**src/rtl/bcdtod_pkg.sv**
```systemverilog
// Shared types, constants and helpers for the BCD calendar to time-of-day converter.
`timescale 1ns / 1ps

package bcdtod_pkg;

  localparam int unsigned BaseYear    = 1900;
  localparam int unsigned EndYear     = 2042;
  localparam int unsigned EndMonth    = 9;
  localparam int unsigned EndDay      = 17;
  localparam int unsigned EndHour     = 23;
  localparam int unsigned EndMinute   = 53;
  localparam int unsigned EndSecond   = 47;
  localparam int unsigned DaysPerYear = 365;
  localparam int unsigned ScaleSec    = 15625;
  localparam int unsigned FinalShift  = 18;
  localparam int unsigned TodWidth    = 64;
  localparam int unsigned SumWidth    = TodWidth - FinalShift;
  localparam logic signed [31:0] TicksPerDay = 32'sd1350000000;  // 86400 * 15625

  typedef enum logic [1:0] {
    StatusOk    = 2'd0,
    StatusEarly = 2'd1,
    StatusLate  = 2'd2
  } status_e;

  // Decoded calendar fields.
  typedef struct packed {
    logic [14:0] year;
    logic [7:0]  month;
    logic [7:0]  day;
    logic [7:0]  hour;
    logic [7:0]  minute;
    logic [7:0]  second;
  } dec_t;

  // Terms of the day count, checked range.
  typedef struct packed {
    status_e     status;
    logic [7:0]  yr_off;
    logic [5:0]  quad;
    logic        leap_add;
    logic [7:0]  day;
    logic [8:0]  dbm;
    logic [19:0] since_mid;
  } terms_t;

  // Day count and scaled seconds of the day.
  typedef struct packed {
    status_e     status;
    logic [17:0] days;
    logic [33:0] sec_ticks;
  } days_t;

  // Partial tick counts ready to sum.
  typedef struct packed {
    status_e             status;
    logic [SumWidth-1:0] day_ticks;
    logic [33:0]         sec_ticks;
  } ticks_t;

  function automatic logic [7:0] bcd_value(input logic [7:0] b);
    return {1'b0, b[7:4], 3'b000} + {3'b000, b[7:4], 1'b0} + {4'b0000, b[3:0]};
  endfunction

  function automatic logic [8:0] days_before_month(input logic [7:0] month);
    logic [8:0] d;
    d = 9'd0;
    unique case (month)
      8'd1:    d = 9'd0;
      8'd2:    d = 9'd31;
      8'd3:    d = 9'd59;
      8'd4:    d = 9'd90;
      8'd5:    d = 9'd120;
      8'd6:    d = 9'd151;
      8'd7:    d = 9'd181;
      8'd8:    d = 9'd212;
      8'd9:    d = 9'd243;
      8'd10:   d = 9'd273;
      8'd11:   d = 9'd304;
      8'd12:   d = 9'd334;
      default: d = 9'd0;
    endcase
    return d;
  endfunction

endpackage

```
**src/rtl/bcdtod_decode.sv**
```systemverilog
// Two pipeline stages: BCD decode, then range check and day-count terms.
`timescale 1ns / 1ps

module bcdtod_decode import bcdtod_pkg::*; (
  input  logic         clk_i,
  input  logic         rst_ni,
  input  logic         valid_i,
  output logic         ready_o,
  input  logic [7:0]   century_bcd_i,
  input  logic [7:0]   year_in_century_bcd_i,
  input  logic [7:0]   month_bcd_i,
  input  logic [7:0]   day_bcd_i,
  input  logic [7:0]   hour_bcd_i,
  input  logic [7:0]   minute_bcd_i,
  input  logic [7:0]   second_bcd_i,
  output logic         valid_o,
  input  logic         ready_i,
  output terms_t       terms_o
);

  logic   vld_a_q, vld_b_q;
  logic   rdy_a, rdy_b;
  dec_t   dec_d, dec_q;
  terms_t terms_d, terms_q;
  logic [14:0] cent;
  logic [14:0] yr_full;
  logic [7:0]  yr_m1;
  logic        late;

  assign rdy_b   = !vld_b_q || ready_i;
  assign rdy_a   = !vld_a_q || rdy_b;
  assign ready_o = rdy_a;
  assign valid_o = vld_b_q;
  assign terms_o = terms_q;

  always_comb begin
    cent          = 15'(bcd_value(century_bcd_i));
    dec_d.year    = (cent << 6) + (cent << 5) + (cent << 2)
                  + 15'(bcd_value(year_in_century_bcd_i));
    dec_d.month   = bcd_value(month_bcd_i);
    dec_d.day     = bcd_value(day_bcd_i);
    dec_d.hour    = bcd_value(hour_bcd_i);
    dec_d.minute  = bcd_value(minute_bcd_i);
    dec_d.second  = bcd_value(second_bcd_i);
  end

  always_comb begin
    late = (dec_q.year >= 15'(EndYear)) &&
           ((dec_q.year > 15'(EndYear)) ||
            (dec_q.month > 8'(EndMonth)) ||
            (dec_q.month == 8'(EndMonth) && dec_q.day > 8'(EndDay)) ||
            (dec_q.month == 8'(EndMonth) && dec_q.day == 8'(EndDay) &&
             dec_q.hour == 8'(EndHour) &&
             ((dec_q.minute > 8'(EndMinute)) ||
              (dec_q.minute == 8'(EndMinute) && dec_q.second > 8'(EndSecond)))));
    if (dec_q.year < 15'(BaseYear)) begin
      terms_d.status = StatusEarly;
    end else if (late) begin
      terms_d.status = StatusLate;
    end else begin
      terms_d.status = StatusOk;
    end
    yr_full          = dec_q.year - 15'(BaseYear);
    terms_d.yr_off   = yr_full[7:0];
    yr_m1            = yr_full[7:0] - 8'd1;
    // no leap days have passed before the first year after the base
    terms_d.quad     = (yr_full[7:0] != 8'd0) ? yr_m1[7:2] : 6'd0;
    terms_d.leap_add = (yr_full[7:0] != 8'd0) && (yr_full[1:0] == 2'b00)
                     && (dec_q.month > 8'd2);
    terms_d.day      = dec_q.day;
    terms_d.dbm      = days_before_month(dec_q.month);
    terms_d.since_mid = 20'(dec_q.second) + 20'(dec_q.minute) * 20'd60
                      + 20'(dec_q.hour) * 20'd3600;
  end

  always_ff @(posedge clk_i or negedge rst_ni) begin
    if (!rst_ni) begin
      vld_a_q <= 1'b0;
      vld_b_q <= 1'b0;
    end else begin
      if (rdy_a) vld_a_q <= valid_i;
      if (rdy_b) vld_b_q <= vld_a_q;
    end
  end

  always_ff @(posedge clk_i) begin
    if (rdy_a && valid_i) dec_q <= dec_d;
    if (rdy_b && vld_a_q) terms_q <= terms_d;
  end

endmodule

```
**src/rtl/bcdtod_days.sv**
```systemverilog
// Pipeline stage that forms the day count and scales the seconds of the day.
`timescale 1ns / 1ps

module bcdtod_days import bcdtod_pkg::*; (
  input  logic   clk_i,
  input  logic   rst_ni,
  input  logic   valid_i,
  output logic   ready_o,
  input  terms_t terms_i,
  output logic   valid_o,
  input  logic   ready_i,
  output days_t  days_o
);

  logic  vld_q;
  days_t days_d, days_q;

  assign ready_o = !vld_q || ready_i;
  assign valid_o = vld_q;
  assign days_o  = days_q;

  always_comb begin
    days_d.status    = terms_i.status;
    // day zero of the base year wraps to minus one here
    days_d.days      = 18'(terms_i.yr_off) * 18'(DaysPerYear) + 18'(terms_i.quad)
                     + 18'(terms_i.day) + 18'(terms_i.dbm) + 18'(terms_i.leap_add)
                     - 18'd1;
    days_d.sec_ticks = 34'(terms_i.since_mid) * 34'(ScaleSec);
  end

  always_ff @(posedge clk_i or negedge rst_ni) begin
    if (!rst_ni) begin
      vld_q <= 1'b0;
    end else if (ready_o) begin
      vld_q <= valid_i;
    end
  end

  always_ff @(posedge clk_i) begin
    if (ready_o && valid_i) days_q <= days_d;
  end

endmodule

```
**src/rtl/bcdtod_scale.sv**
```systemverilog
// Two pipeline stages: day ticks multiply, then final sum, shift and output register.
`timescale 1ns / 1ps

module bcdtod_scale import bcdtod_pkg::*; (
  input  logic                clk_i,
  input  logic                rst_ni,
  input  logic                valid_i,
  output logic                ready_o,
  input  days_t               days_i,
  output logic                valid_o,
  input  logic                ready_i,
  output logic [TodWidth-1:0] tod_o,
  output status_e             status_o
);

  logic                vld_a_q, vld_b_q;
  logic                rdy_a, rdy_b;
  ticks_t              ticks_d, ticks_q;
  logic signed [17:0]  days_s;
  logic signed [48:0]  prod;
  logic [SumWidth-1:0] sum;
  logic [TodWidth-1:0] tod_d, tod_q;
  status_e             status_q;

  assign rdy_b    = !vld_b_q || ready_i;
  assign rdy_a    = !vld_a_q || rdy_b;
  assign ready_o  = rdy_a;
  assign valid_o  = vld_b_q;
  assign tod_o    = tod_q;
  assign status_o = status_q;

  always_comb begin
    days_s            = $signed(days_i.days);
    prod              = days_s * TicksPerDay;
    ticks_d.status    = days_i.status;
    // bits above the shifted width fall off the count anyway
    ticks_d.day_ticks = prod[SumWidth-1:0];
    ticks_d.sec_ticks = days_i.sec_ticks;
  end

  always_comb begin
    sum = ticks_q.day_ticks + SumWidth'(ticks_q.sec_ticks);
    case (ticks_q.status)
      StatusEarly: tod_d = '0;
      StatusLate:  tod_d = '1;
      default:     tod_d = {sum, {FinalShift{1'b0}}};
    endcase
  end

  always_ff @(posedge clk_i or negedge rst_ni) begin
    if (!rst_ni) begin
      vld_a_q <= 1'b0;
      vld_b_q <= 1'b0;
    end else begin
      if (rdy_a) vld_a_q <= valid_i;
      if (rdy_b) vld_b_q <= vld_a_q;
    end
  end

  always_ff @(posedge clk_i) begin
    if (rdy_a && valid_i) ticks_q <= ticks_d;
    if (rdy_b && vld_a_q) begin
      tod_q    <= tod_d;
      status_q <= ticks_q.status;
    end
  end

endmodule

```
**src/rtl/bcd_calendar_to_tod_clock.sv**
```systemverilog
// Top level of the BCD calendar to 64-bit time-of-day converter.
// Converts one BCD clock reading per transaction into a count of 1/4096 microsecond
// units since 1900-01-01 00:00:00, with status 0 (valid), 1 (before 1900, count all
// zeros) or 2 (past 2042-09-17 23:53:47, count all ones). The block is a five-stage
// pipeline: BCD decode, range check and day terms, day count with seconds scaling,
// day ticks multiply, and final sum with the output register. A new transaction is
// accepted every cycle while in_stall_o is low; a stall on the output backs up stage
// by stage, so empty stages still fill.
`timescale 1ns / 1ps

module bcd_calendar_to_tod_clock import bcdtod_pkg::*; (
  input  logic        clk_i,
  input  logic        rst_ni,
  input  logic        in_valid_i,
  output logic        in_stall_o,
  input  logic [7:0]  century_bcd_i,
  input  logic [7:0]  year_in_century_bcd_i,
  input  logic [7:0]  month_bcd_i,
  input  logic [7:0]  day_bcd_i,
  input  logic [7:0]  hour_bcd_i,
  input  logic [7:0]  minute_bcd_i,
  input  logic [7:0]  second_bcd_i,
  output logic        out_valid_o,
  input  logic        out_stall_i,
  output logic [31:0] tod_high_o,
  output logic [31:0] tod_low_o,
  output logic [1:0]  status_o
);

  logic                dec_ready, dec_valid;
  logic                days_ready, days_valid;
  logic                scale_ready;
  terms_t              terms;
  days_t               days;
  logic [TodWidth-1:0] tod;
  status_e             status;

  assign in_stall_o = !dec_ready;

  bcdtod_decode u_decode (
    .clk_i                 (clk_i),
    .rst_ni                (rst_ni),
    .valid_i               (in_valid_i),
    .ready_o               (dec_ready),
    .century_bcd_i         (century_bcd_i),
    .year_in_century_bcd_i (year_in_century_bcd_i),
    .month_bcd_i           (month_bcd_i),
    .day_bcd_i             (day_bcd_i),
    .hour_bcd_i            (hour_bcd_i),
    .minute_bcd_i          (minute_bcd_i),
    .second_bcd_i          (second_bcd_i),
    .valid_o               (dec_valid),
    .ready_i               (days_ready),
    .terms_o               (terms)
  );

  bcdtod_days u_days (
    .clk_i   (clk_i),
    .rst_ni  (rst_ni),
    .valid_i (dec_valid),
    .ready_o (days_ready),
    .terms_i (terms),
    .valid_o (days_valid),
    .ready_i (scale_ready),
    .days_o  (days)
  );

  bcdtod_scale u_scale (
    .clk_i    (clk_i),
    .rst_ni   (rst_ni),
    .valid_i  (days_valid),
    .ready_o  (scale_ready),
    .days_i   (days),
    .valid_o  (out_valid_o),
    .ready_i  (!out_stall_i),
    .tod_o    (tod),
    .status_o (status)
  );

  assign tod_high_o = tod[63:32];
  assign tod_low_o  = tod[31:0];
  assign status_o   = status;

`ifndef SYNTHESIS
  a_late_all_ones: assert property (@(posedge clk_i) disable iff (!rst_ni)
    (out_valid_o && status_o == StatusLate) |-> (tod_high_o == '1 && tod_low_o == '1))
    else $error("late reading without saturated count");

  a_early_zero: assert property (@(posedge clk_i) disable iff (!rst_ni)
    (out_valid_o && status_o == StatusEarly) |-> (tod_high_o == '0 && tod_low_o == '0))
    else $error("early reading without zero count");

  a_ok_shifted: assert property (@(posedge clk_i) disable iff (!rst_ni)
    (out_valid_o && status_o == StatusOk) |-> (tod_low_o[FinalShift-1:0] == '0))
    else $error("valid count has nonzero low tick bits");

  a_stall_backs_up: assert property (@(posedge clk_i) disable iff (!rst_ni)
    in_stall_o |-> (out_valid_o && out_stall_i))
    else $error("input stalled while output side is free");
`endif

endmodule
```
**config.mk**
```make
export PLATFORM = sky130hd
export DESIGN_NAME = bcd_calendar_to_tod_clock
export DESIGN_NICKNAME = d
export VERILOG_FILES = /design/src/rtl/bcdtod_pkg.sv /design/src/rtl/bcdtod_decode.sv /design/src/rtl/bcdtod_days.sv /design/src/rtl/bcdtod_scale.sv /design/src/rtl/bcd_calendar_to_tod_clock.sv
export SDC_FILE = /design/constraint.sdc
export NUM_CORES = 1
export LEC_CHECK = 0
export BUFFER_PORTS_ARGS = -buffer_cell sky130_fd_sc_hd__buf_2
export CAP_MARGIN = 5
export CORE_MARGIN = 2
export CORE_UTILIZATION = 60
export CTS_CLUSTER_SIZE = 14
export DETAILED_ROUTE_END_ITERATION = 10
export GPL_ROUTABILITY_DRIVEN = 0
export PLACE_DENSITY = 0.8
export SKIP_LAST_GASP = 1
export SYNTH_ARGS = -nofsm -noshare
export SYNTH_HDL_FRONTEND = slang
export SYNTH_SLANG_ARGS = --single-unit
```
**constraint.sdc**
```tcl
create_clock -name clk_i -period 13.83 [get_ports clk_i]
set_input_delay 1.383 -clock clk_i [delete_from_list [all_inputs] [get_ports clk_i]]
set_output_delay 1.383 -clock clk_i [all_outputs]
set_load 0.05 [all_outputs]
```
Word level (Yosys, flattened, before mapping)
Memory sizes are Yosys's and may differ from the RTL's. A register that Yosys moved wholly into a read port is not among the register bits.
Cells that the tools add are included.
W data, S select, Z words.
{"block": "totals", "ff_bits": 300, "rom_bits": 144, "memories": 1}
{"block": "op_classes", "multipliers": 5, "magnitude_cmp": 8, "add_sub_neg": 27, "n_eq_ne": 6, "reduce_logical": 33, "n_mux": 2}
{"name": "(name not given)", "depth": 16, "word_bits": 9, "rd": 1, "rd_ports_with_merged_regs": 1, "wr": 0, "line": "bcdtod_pkg.sv:68", "source": "unique case (month)"}
{"op": "$pmux W64 S2", "n": 1}
{"op": "$add A7 B5 Y8", "n": 7}
{"op": "$add A8 B4 Y8", "n": 7}
{"op": "$add A46 B34 Y46", "n": 1}
{"op": "$mul A18 B25 Y39 const B", "n": 1}
{"op": "$mul A20 B14 Y34 const B", "n": 1}
{"op": "$add A20 B20 Y20", "n": 1}
{"op": "$add A17 B6 Y18", "n": 1}
{"op": "$add A18 B1 Y18", "n": 1}
{"op": "$add A18 B8 Y18", "n": 1}
{"op": "$add A18 B9 Y18", "n": 1}
{"op": "$sub A18 B1 Y18 const B", "n": 1}
{"op": "$mul A8 B9 Y17 const B", "n": 1}
{"op": "$eq A8 B5 Y1 const B", "n": 2}
{"op": "$gt A8 B6 Y1 const B", "n": 2}
{"op": "$mul A8 B8 Y16 const B", "n": 1}
{"op": "$add A14 B13 Y15", "n": 1}
{"op": "$add A15 B10 Y15", "n": 1}
{"op": "$add A15 B8 Y15", "n": 1}
{"op": "$add A8 B14 Y15", "n": 1}
{"op": "$ge A15 B11 Y1 const B", "n": 1}
{"op": "$gt A15 B11 Y1 const B", "n": 1}
{"op": "$lt A15 B11 Y1 const B", "n": 1}
{"op": "$logic_and A1 B1 Y1", "n": 13}
{"op": "16 further kinds", "n": 31}

Logic depth before layout (Yosys ltp)
{"block": "depth", "ltp_word": 7, "depth_mapped": 22}

Modules after synthesis
From an unflattened synthesis, not the netlist that was laid out.
{"block": "hier_totals", "hier_cells": 2799, "area_unflattened_um2": 30935.9}
{"mod": "bcdtod_scale", "n_inst": 1, "cells_per_inst": 1290, "seq_area_each_um2": 3773.6, "area_each_um2": 13673.1}
{"mod": "bcdtod_days", "n_inst": 1, "cells_per_inst": 802, "seq_area_each_um2": 1646.6, "area_each_um2": 8678.3}
{"mod": "bcdtod_decode", "n_inst": 1, "cells_per_inst": 705, "seq_area_each_um2": 3323.2, "area_each_um2": 8577.0}
{"mod": "bcd_calendar_to_tod_clock", "n_inst": 1, "cells_per_inst": 2, "seq_area_each_um2": 0.0, "area_each_um2": 7.5}

Worst setup path before layout
Ideal clock, no wire load.
{"block": "synth_path", "path_type": "flip-flop to flip-flop", "from": "register u_days.days_q (netlist bit u_days.days_o[43])", "to": "register u_scale.ticks_q[73] (netlist bit) (data pin)", "required_time_ns": 13.569, "path_slack_ns": 7.934, "t_arrival_ns": 5.635, "path_stages_with_launch": 20, "synth_period_minus_slack_ns": 5.896, "path_buffers": 0, "path_cell_list": "edfxtp_1 > fa_1 > inv_1 > fa_1 > fa_1 > inv_1 > fa_1 > inv_1 > fa_1 > inv_1 > fa_1 > ha_1 > nand4_1 > a211oi_1 > o21ai_1 > a211oi_1 > nor2_1 > o21ai_1 > a2111oi_0 > a311o_1"}
{"block": "synth_between", "elab_chain_len": 1}
{"item": "start: declaration", "line": "bcdtod_days.sv:16", "source": "days_t days_d, days_q;"}
{"item": "start signal: assignment", "line": "bcdtod_days.sv:40", "source": "if (ready_o && valid_i) days_q <= days_d;"}
{"item": "$mul A18 B25 Y39", "line": "bcdtod_scale.sv:34", "source": "prod = days_s * TicksPerDay;"}
{"item": "named net u_scale.prod[39]", "line": "bcdtod_scale.sv:20", "source": "logic signed [48:0] prod;"}
{"item": "end signal: assignment", "line": "bcdtod_scale.sv:61", "source": "if (rdy_a && valid_i) ticks_q <= ticks_d;"}
{"item": "end: declaration", "line": "bcdtod_scale.sv:18", "source": "ticks_t ticks_d, ticks_q;"}
The timed path passes the listed nets, and every way through them passes these cells.
A chain may end at the register's enable or synchronous reset.

Final worst setup path
{"block": "layout_path", "from": "register u_days.days_q (netlist bit u_days.days_o[37])", "to": "register u_scale.ticks_q[76] (netlist bit) (data pin)"}
Same word-level chain as after synthesis.

==> metrics.log <==
INFO  metric dominantRegCellSynth = sky130_fd_sc_hd__edfxtp_1
INFO  metric netlist_instances = 2673
INFO  metric synth_edf_count = 287
INFO  metric fin_crit = 6.57 ns
INFO  metric grt_use_total = 0.241
INFO  metric combinational_family_with_the_most_area_after_synthesis = adder cells
INFO  metric drt_wl_total = 61400 microns
INFO  metric placed_cells_incl_taps = 3442
INFO  metric max_slew.worst_pin.slew = 1.21 ns
INFO  metric ctsHoldBuffers = 0
INFO  metric cts_num_sinks = slightly below 300
INFO  metric setup-tns-final = 0 ns
INFO  metric floorplan.core_area = between 40000 and 50000 sq um
INFO  metric cts-htree-levels = 1
INFO  metric path_clk_slew = 0.06 ns
INFO  metric maxClockFrequency = 0.152 GHz
INFO  metric post_synth_and_or_nand_nor_area_fraction = 0.0561
INFO  metric dr_total_vias = approximately 19000
INFO  metric final_max_slew_viols = 0
INFO  metric cts_tree = yes
INFO  metric worst-endpoint-arrival = 6.88 ns
INFO  metric yosys_warnings = 0
INFO  metric synth_top_cell_by_area = sky130_fd_sc_hd__edfxtp_1
INFO  metric worst_setup_path_end_kind = flip-flop
INFO  metric instances_no_fill = 3498
INFO  metric m1WireLength = 25200 microns
INFO  metric detail_route.first_pass.iterations = 8
INFO  metric post-route-period-util = 0.475
INFO  metric pre_cts_slack = approximately 7.4 ns
INFO  metric grt_setup_unrepaired = no
INFO  metric worstSetupStartpointType = flip-flop
INFO  metric synthAdderAreaFrac = 0.432
INFO  metric finalSetupViolations = 0
INFO  metric grt_overflow = 0
INFO  metric synth.mux.area_fraction = 0.00311
INFO  metric largest_net_degree_at_the_start_of_global_routing = 76
INFO  metric starting_utilization_of_the_core_area = 0.604
INFO  metric min_path_type = flip-flop to flip-flop
INFO  metric tritoncts.num_buffers = 31
INFO  metric synth_compound_gate_area_share = 0.0957
INFO  metric final-hold-violation-count = 0
INFO  metric synthDistinctLibCells = 76
INFO  metric routed-wl-met2 = 30300 microns
INFO  metric clk-insertion-delay-late = 0.59 ns
INFO  metric cap_viol_max_count = 0
INFO  metric synth_top_cells_by_count = 533 x sky130_fd_sc_hd__inv_1, 521 x sky130_fd_sc_hd__ha_1, 325 x sky130_fd_sc_hd__fa_1, 287 x sky130_fd_sc_hd__edfxtp_1, 142 x sky130_fd_sc_hd__a21oi_1
INFO  metric postLayoutCoreUtil = 0.652
INFO  metric synthDominantCellAreaShare = 0.286
INFO  metric async_flop_share = 0.0171
INFO  metric dp_hpwl = 50900 microns
INFO  metric cts-root-to-sink-buffers = 3
INFO  metric fraction_of_final_layout_cells_with_drive_strength_greater_than_1 = 0.0793
INFO  metric antenna_found_initial = 0
INFO  metric route.detailed.wl_per_inst = 17.5 microns
INFO  metric num_rows = 82
INFO  metric synth_most_common_cell = sky130_fd_sc_hd__inv_1
INFO  metric cts.repair.resized = 0
INFO  metric synth_area_per_cell = 11.3 sq um
INFO  metric worst_slack = 7.26 ns
INFO  metric chipHeight = between 200 and 250 microns
INFO  metric detailroute.wirelength.met3 = 3930 microns
INFO  metric port_buffers = 127
INFO  metric synth.area.top_cells = sky130_fd_sc_hd__edfxtp_1 29%, sky130_fd_sc_hd__ha_1 22%, sky130_fd_sc_hd__fa_1 22%
INFO  metric post-route-drc-count = 0
INFO  metric dr.max_layer_used = met4
INFO  metric critical_path_required = 14.14 ns
INFO  metric final_net_count = 3709
INFO  metric run_status = finished clean
INFO  metric drtIter0Drc = between 1000 and 1500
INFO  metric grt_first_pass_wirelength = 102000 microns
INFO  metric io_pins = 128
INFO  metric post_synth_instance_area = 30100 sq um
INFO  metric critPathKind = flip-flop to flip-flop
INFO  metric ctsRootBufferMaster = sky130_fd_sc_hd__clkbuf_16
INFO  metric ant_nets = 0
INFO  metric viasPerCell = approximately 5.5
INFO  metric areaGrowthSynthToFinish = 7.81%
INFO  metric grt_pass1_vias = 20700
INFO  metric relative_slew_slack = 0.194
INFO  metric fin_worst_skew = 0.0217 ns
INFO  metric seq_area_frac_synth = 0.290
INFO  metric antenna-diode-count = 0
INFO  metric postSynthNetCount = 3579
INFO  metric synthXorXnorAreaFrac = 0.0500
INFO  metric dieArea = 52000 sq um
INFO  metric biggest_fanout_along_the_worst_timing_path = 6
INFO  metric yosys_register_bits = 292
INFO  metric floorplan.die.width = 228 microns
INFO  metric postCtsSetupBuffers = 0
==> metal layers <==
metal	track usage	up-vias
met5	0	-
met4	0.0701	0
met3	0.0386	128
met2	0.423	625
met1	0.309	9376
li1	-	9257
==> flip-flops by register name, summed over array words and instances, names as in the netlist <==
signal and flops:
u_decode.vld_a_q 1, u_scale.tod_o 47, u_scale.ticks_q 75, u_days.days_o 54, u_decode.dec_q 55, u_decode.terms_o 54
u_scale.valid_o 1, u_decode.valid_o 1, u_scale.vld_a_q 1, u_scale.status_o 2, u_days.valid_o 1
==> worst max-delay path, cell delays in order (launching register included) <==
cell and delay (ns):
sky130_fd_sc_hd__edfxtp_1 0.48, sky130_fd_sc_hd__fa_1 0.63, sky130_fd_sc_hd__inv_1 0.09, sky130_fd_sc_hd__fa_1 0.49, sky130_fd_sc_hd__inv_1 0.05, sky130_fd_sc_hd__fa_1 0.50, sky130_fd_sc_hd__inv_1 0.05, sky130_fd_sc_hd__fa_1 0.47
sky130_fd_sc_hd__fa_1 0.52, sky130_fd_sc_hd__fa_1 0.54, sky130_fd_sc_hd__inv_1 0.05, sky130_fd_sc_hd__ha_1 0.37, sky130_fd_sc_hd__a21oi_1 0.19, sky130_fd_sc_hd__o21ai_0 0.17, sky130_fd_sc_hd__a32oi_1 0.37, sky130_fd_sc_hd__a21oi_1 0.17
sky130_fd_sc_hd__o41ai_1 0.40, sky130_fd_sc_hd__o21ai_1 0.23, sky130_fd_sc_hd__a31o_2 0.33, sky130_fd_sc_hd__nand4_1 0.10, sky130_fd_sc_hd__o311ai_1 0.09
==> cell type report <==
| class | count | area [sq um] |
|---|---|---|
| clock inverter | 17 | 163 |
| multi-input combinational | 1813 | 19200 |
| timing repair buffer | 132 | 673 |
| inverter | 533 | 2000 |
| clock buffer | 39 | 846 |
| tap | 672 | 841 |
| fill | 3689 | 17400 |
| sequential | 292 | 8740 |
==> path summary, 6_finish.rpt <==
check,from,endpoint,slack [ns],cells past startpoint
setup / recovery,u_days.days_o[37],u_scale.ticks_q[76],7.26,20
setup reg to reg,u_days.days_o[37],u_scale.ticks_q[76],7.26,20
hold reg to reg,u_days.days_o[19],u_scale.ticks_q[19],0.42,0
max in group asynchronous,rst_ni,u_scale.valid_o,13.09,1
min in group asynchronous,rst_ni,u_days.valid_o,0.60,1
hold / removal,u_days.days_o[19],u_scale.ticks_q[19],0.42,0
==> cell usage in the layout (no fill, tap or decap), types with 12 or more instances in the layout <==
cell	instances
sky130_fd_sc_hd__a21o_1	79
sky130_fd_sc_hd__clkbuf_16	31
sky130_fd_sc_hd__nor3_1	21
sky130_fd_sc_hd__o21a_1	21
sky130_fd_sc_hd__nor2b_1	24
sky130_fd_sc_hd__xnor2_1	114
sky130_fd_sc_hd__nand3_1	25
sky130_fd_sc_hd__a211oi_1	13
sky130_fd_sc_hd__xor2_1	58
sky130_fd_sc_hd__a21oi_1	142
sky130_fd_sc_hd__edfxtp_1	287
sky130_fd_sc_hd__nand2_1	68
sky130_fd_sc_hd__inv_1	533
sky130_fd_sc_hd__o21ai_1	12
sky130_fd_sc_hd__nand4_1	15
sky130_fd_sc_hd__ha_1	520
sky130_fd_sc_hd__o21bai_1	15
sky130_fd_sc_hd__fa_1	325
sky130_fd_sc_hd__o21ai_0	72
sky130_fd_sc_hd__and3_1	20
sky130_fd_sc_hd__nor2_1	107
sky130_fd_sc_hd__nand2b_1	21
sky130_fd_sc_hd__buf_2	127
==> logic make-up after synthesis <==
logic type               Yosys count
adder cells (fa/ha/maj)          846
buffers and inverters            568
AO/OA/AOI/OAI                    442
AND/OR/NAND/NOR                  345
flip-flops                       292
XOR/XNOR                         172
multiplexers                       8
==> per-stage QoR <==
| step | hold slack [ns] | area (sq um) |
|---|---|---|
| final | 0.416 | 32500 |
| after global routing | 0.422 | 32500 |
| after CTS | 0.418 | 32500 |
| after detailed placement | 0.405 | 31500 |
| after global placement | 0.401 | 31500 |
| after floorplan | 0.400 | 30100 |
Power is left out: the tool's default activity adds up to more than one toggle a clock period on the data nets, which glitch-free logic cannot reach.
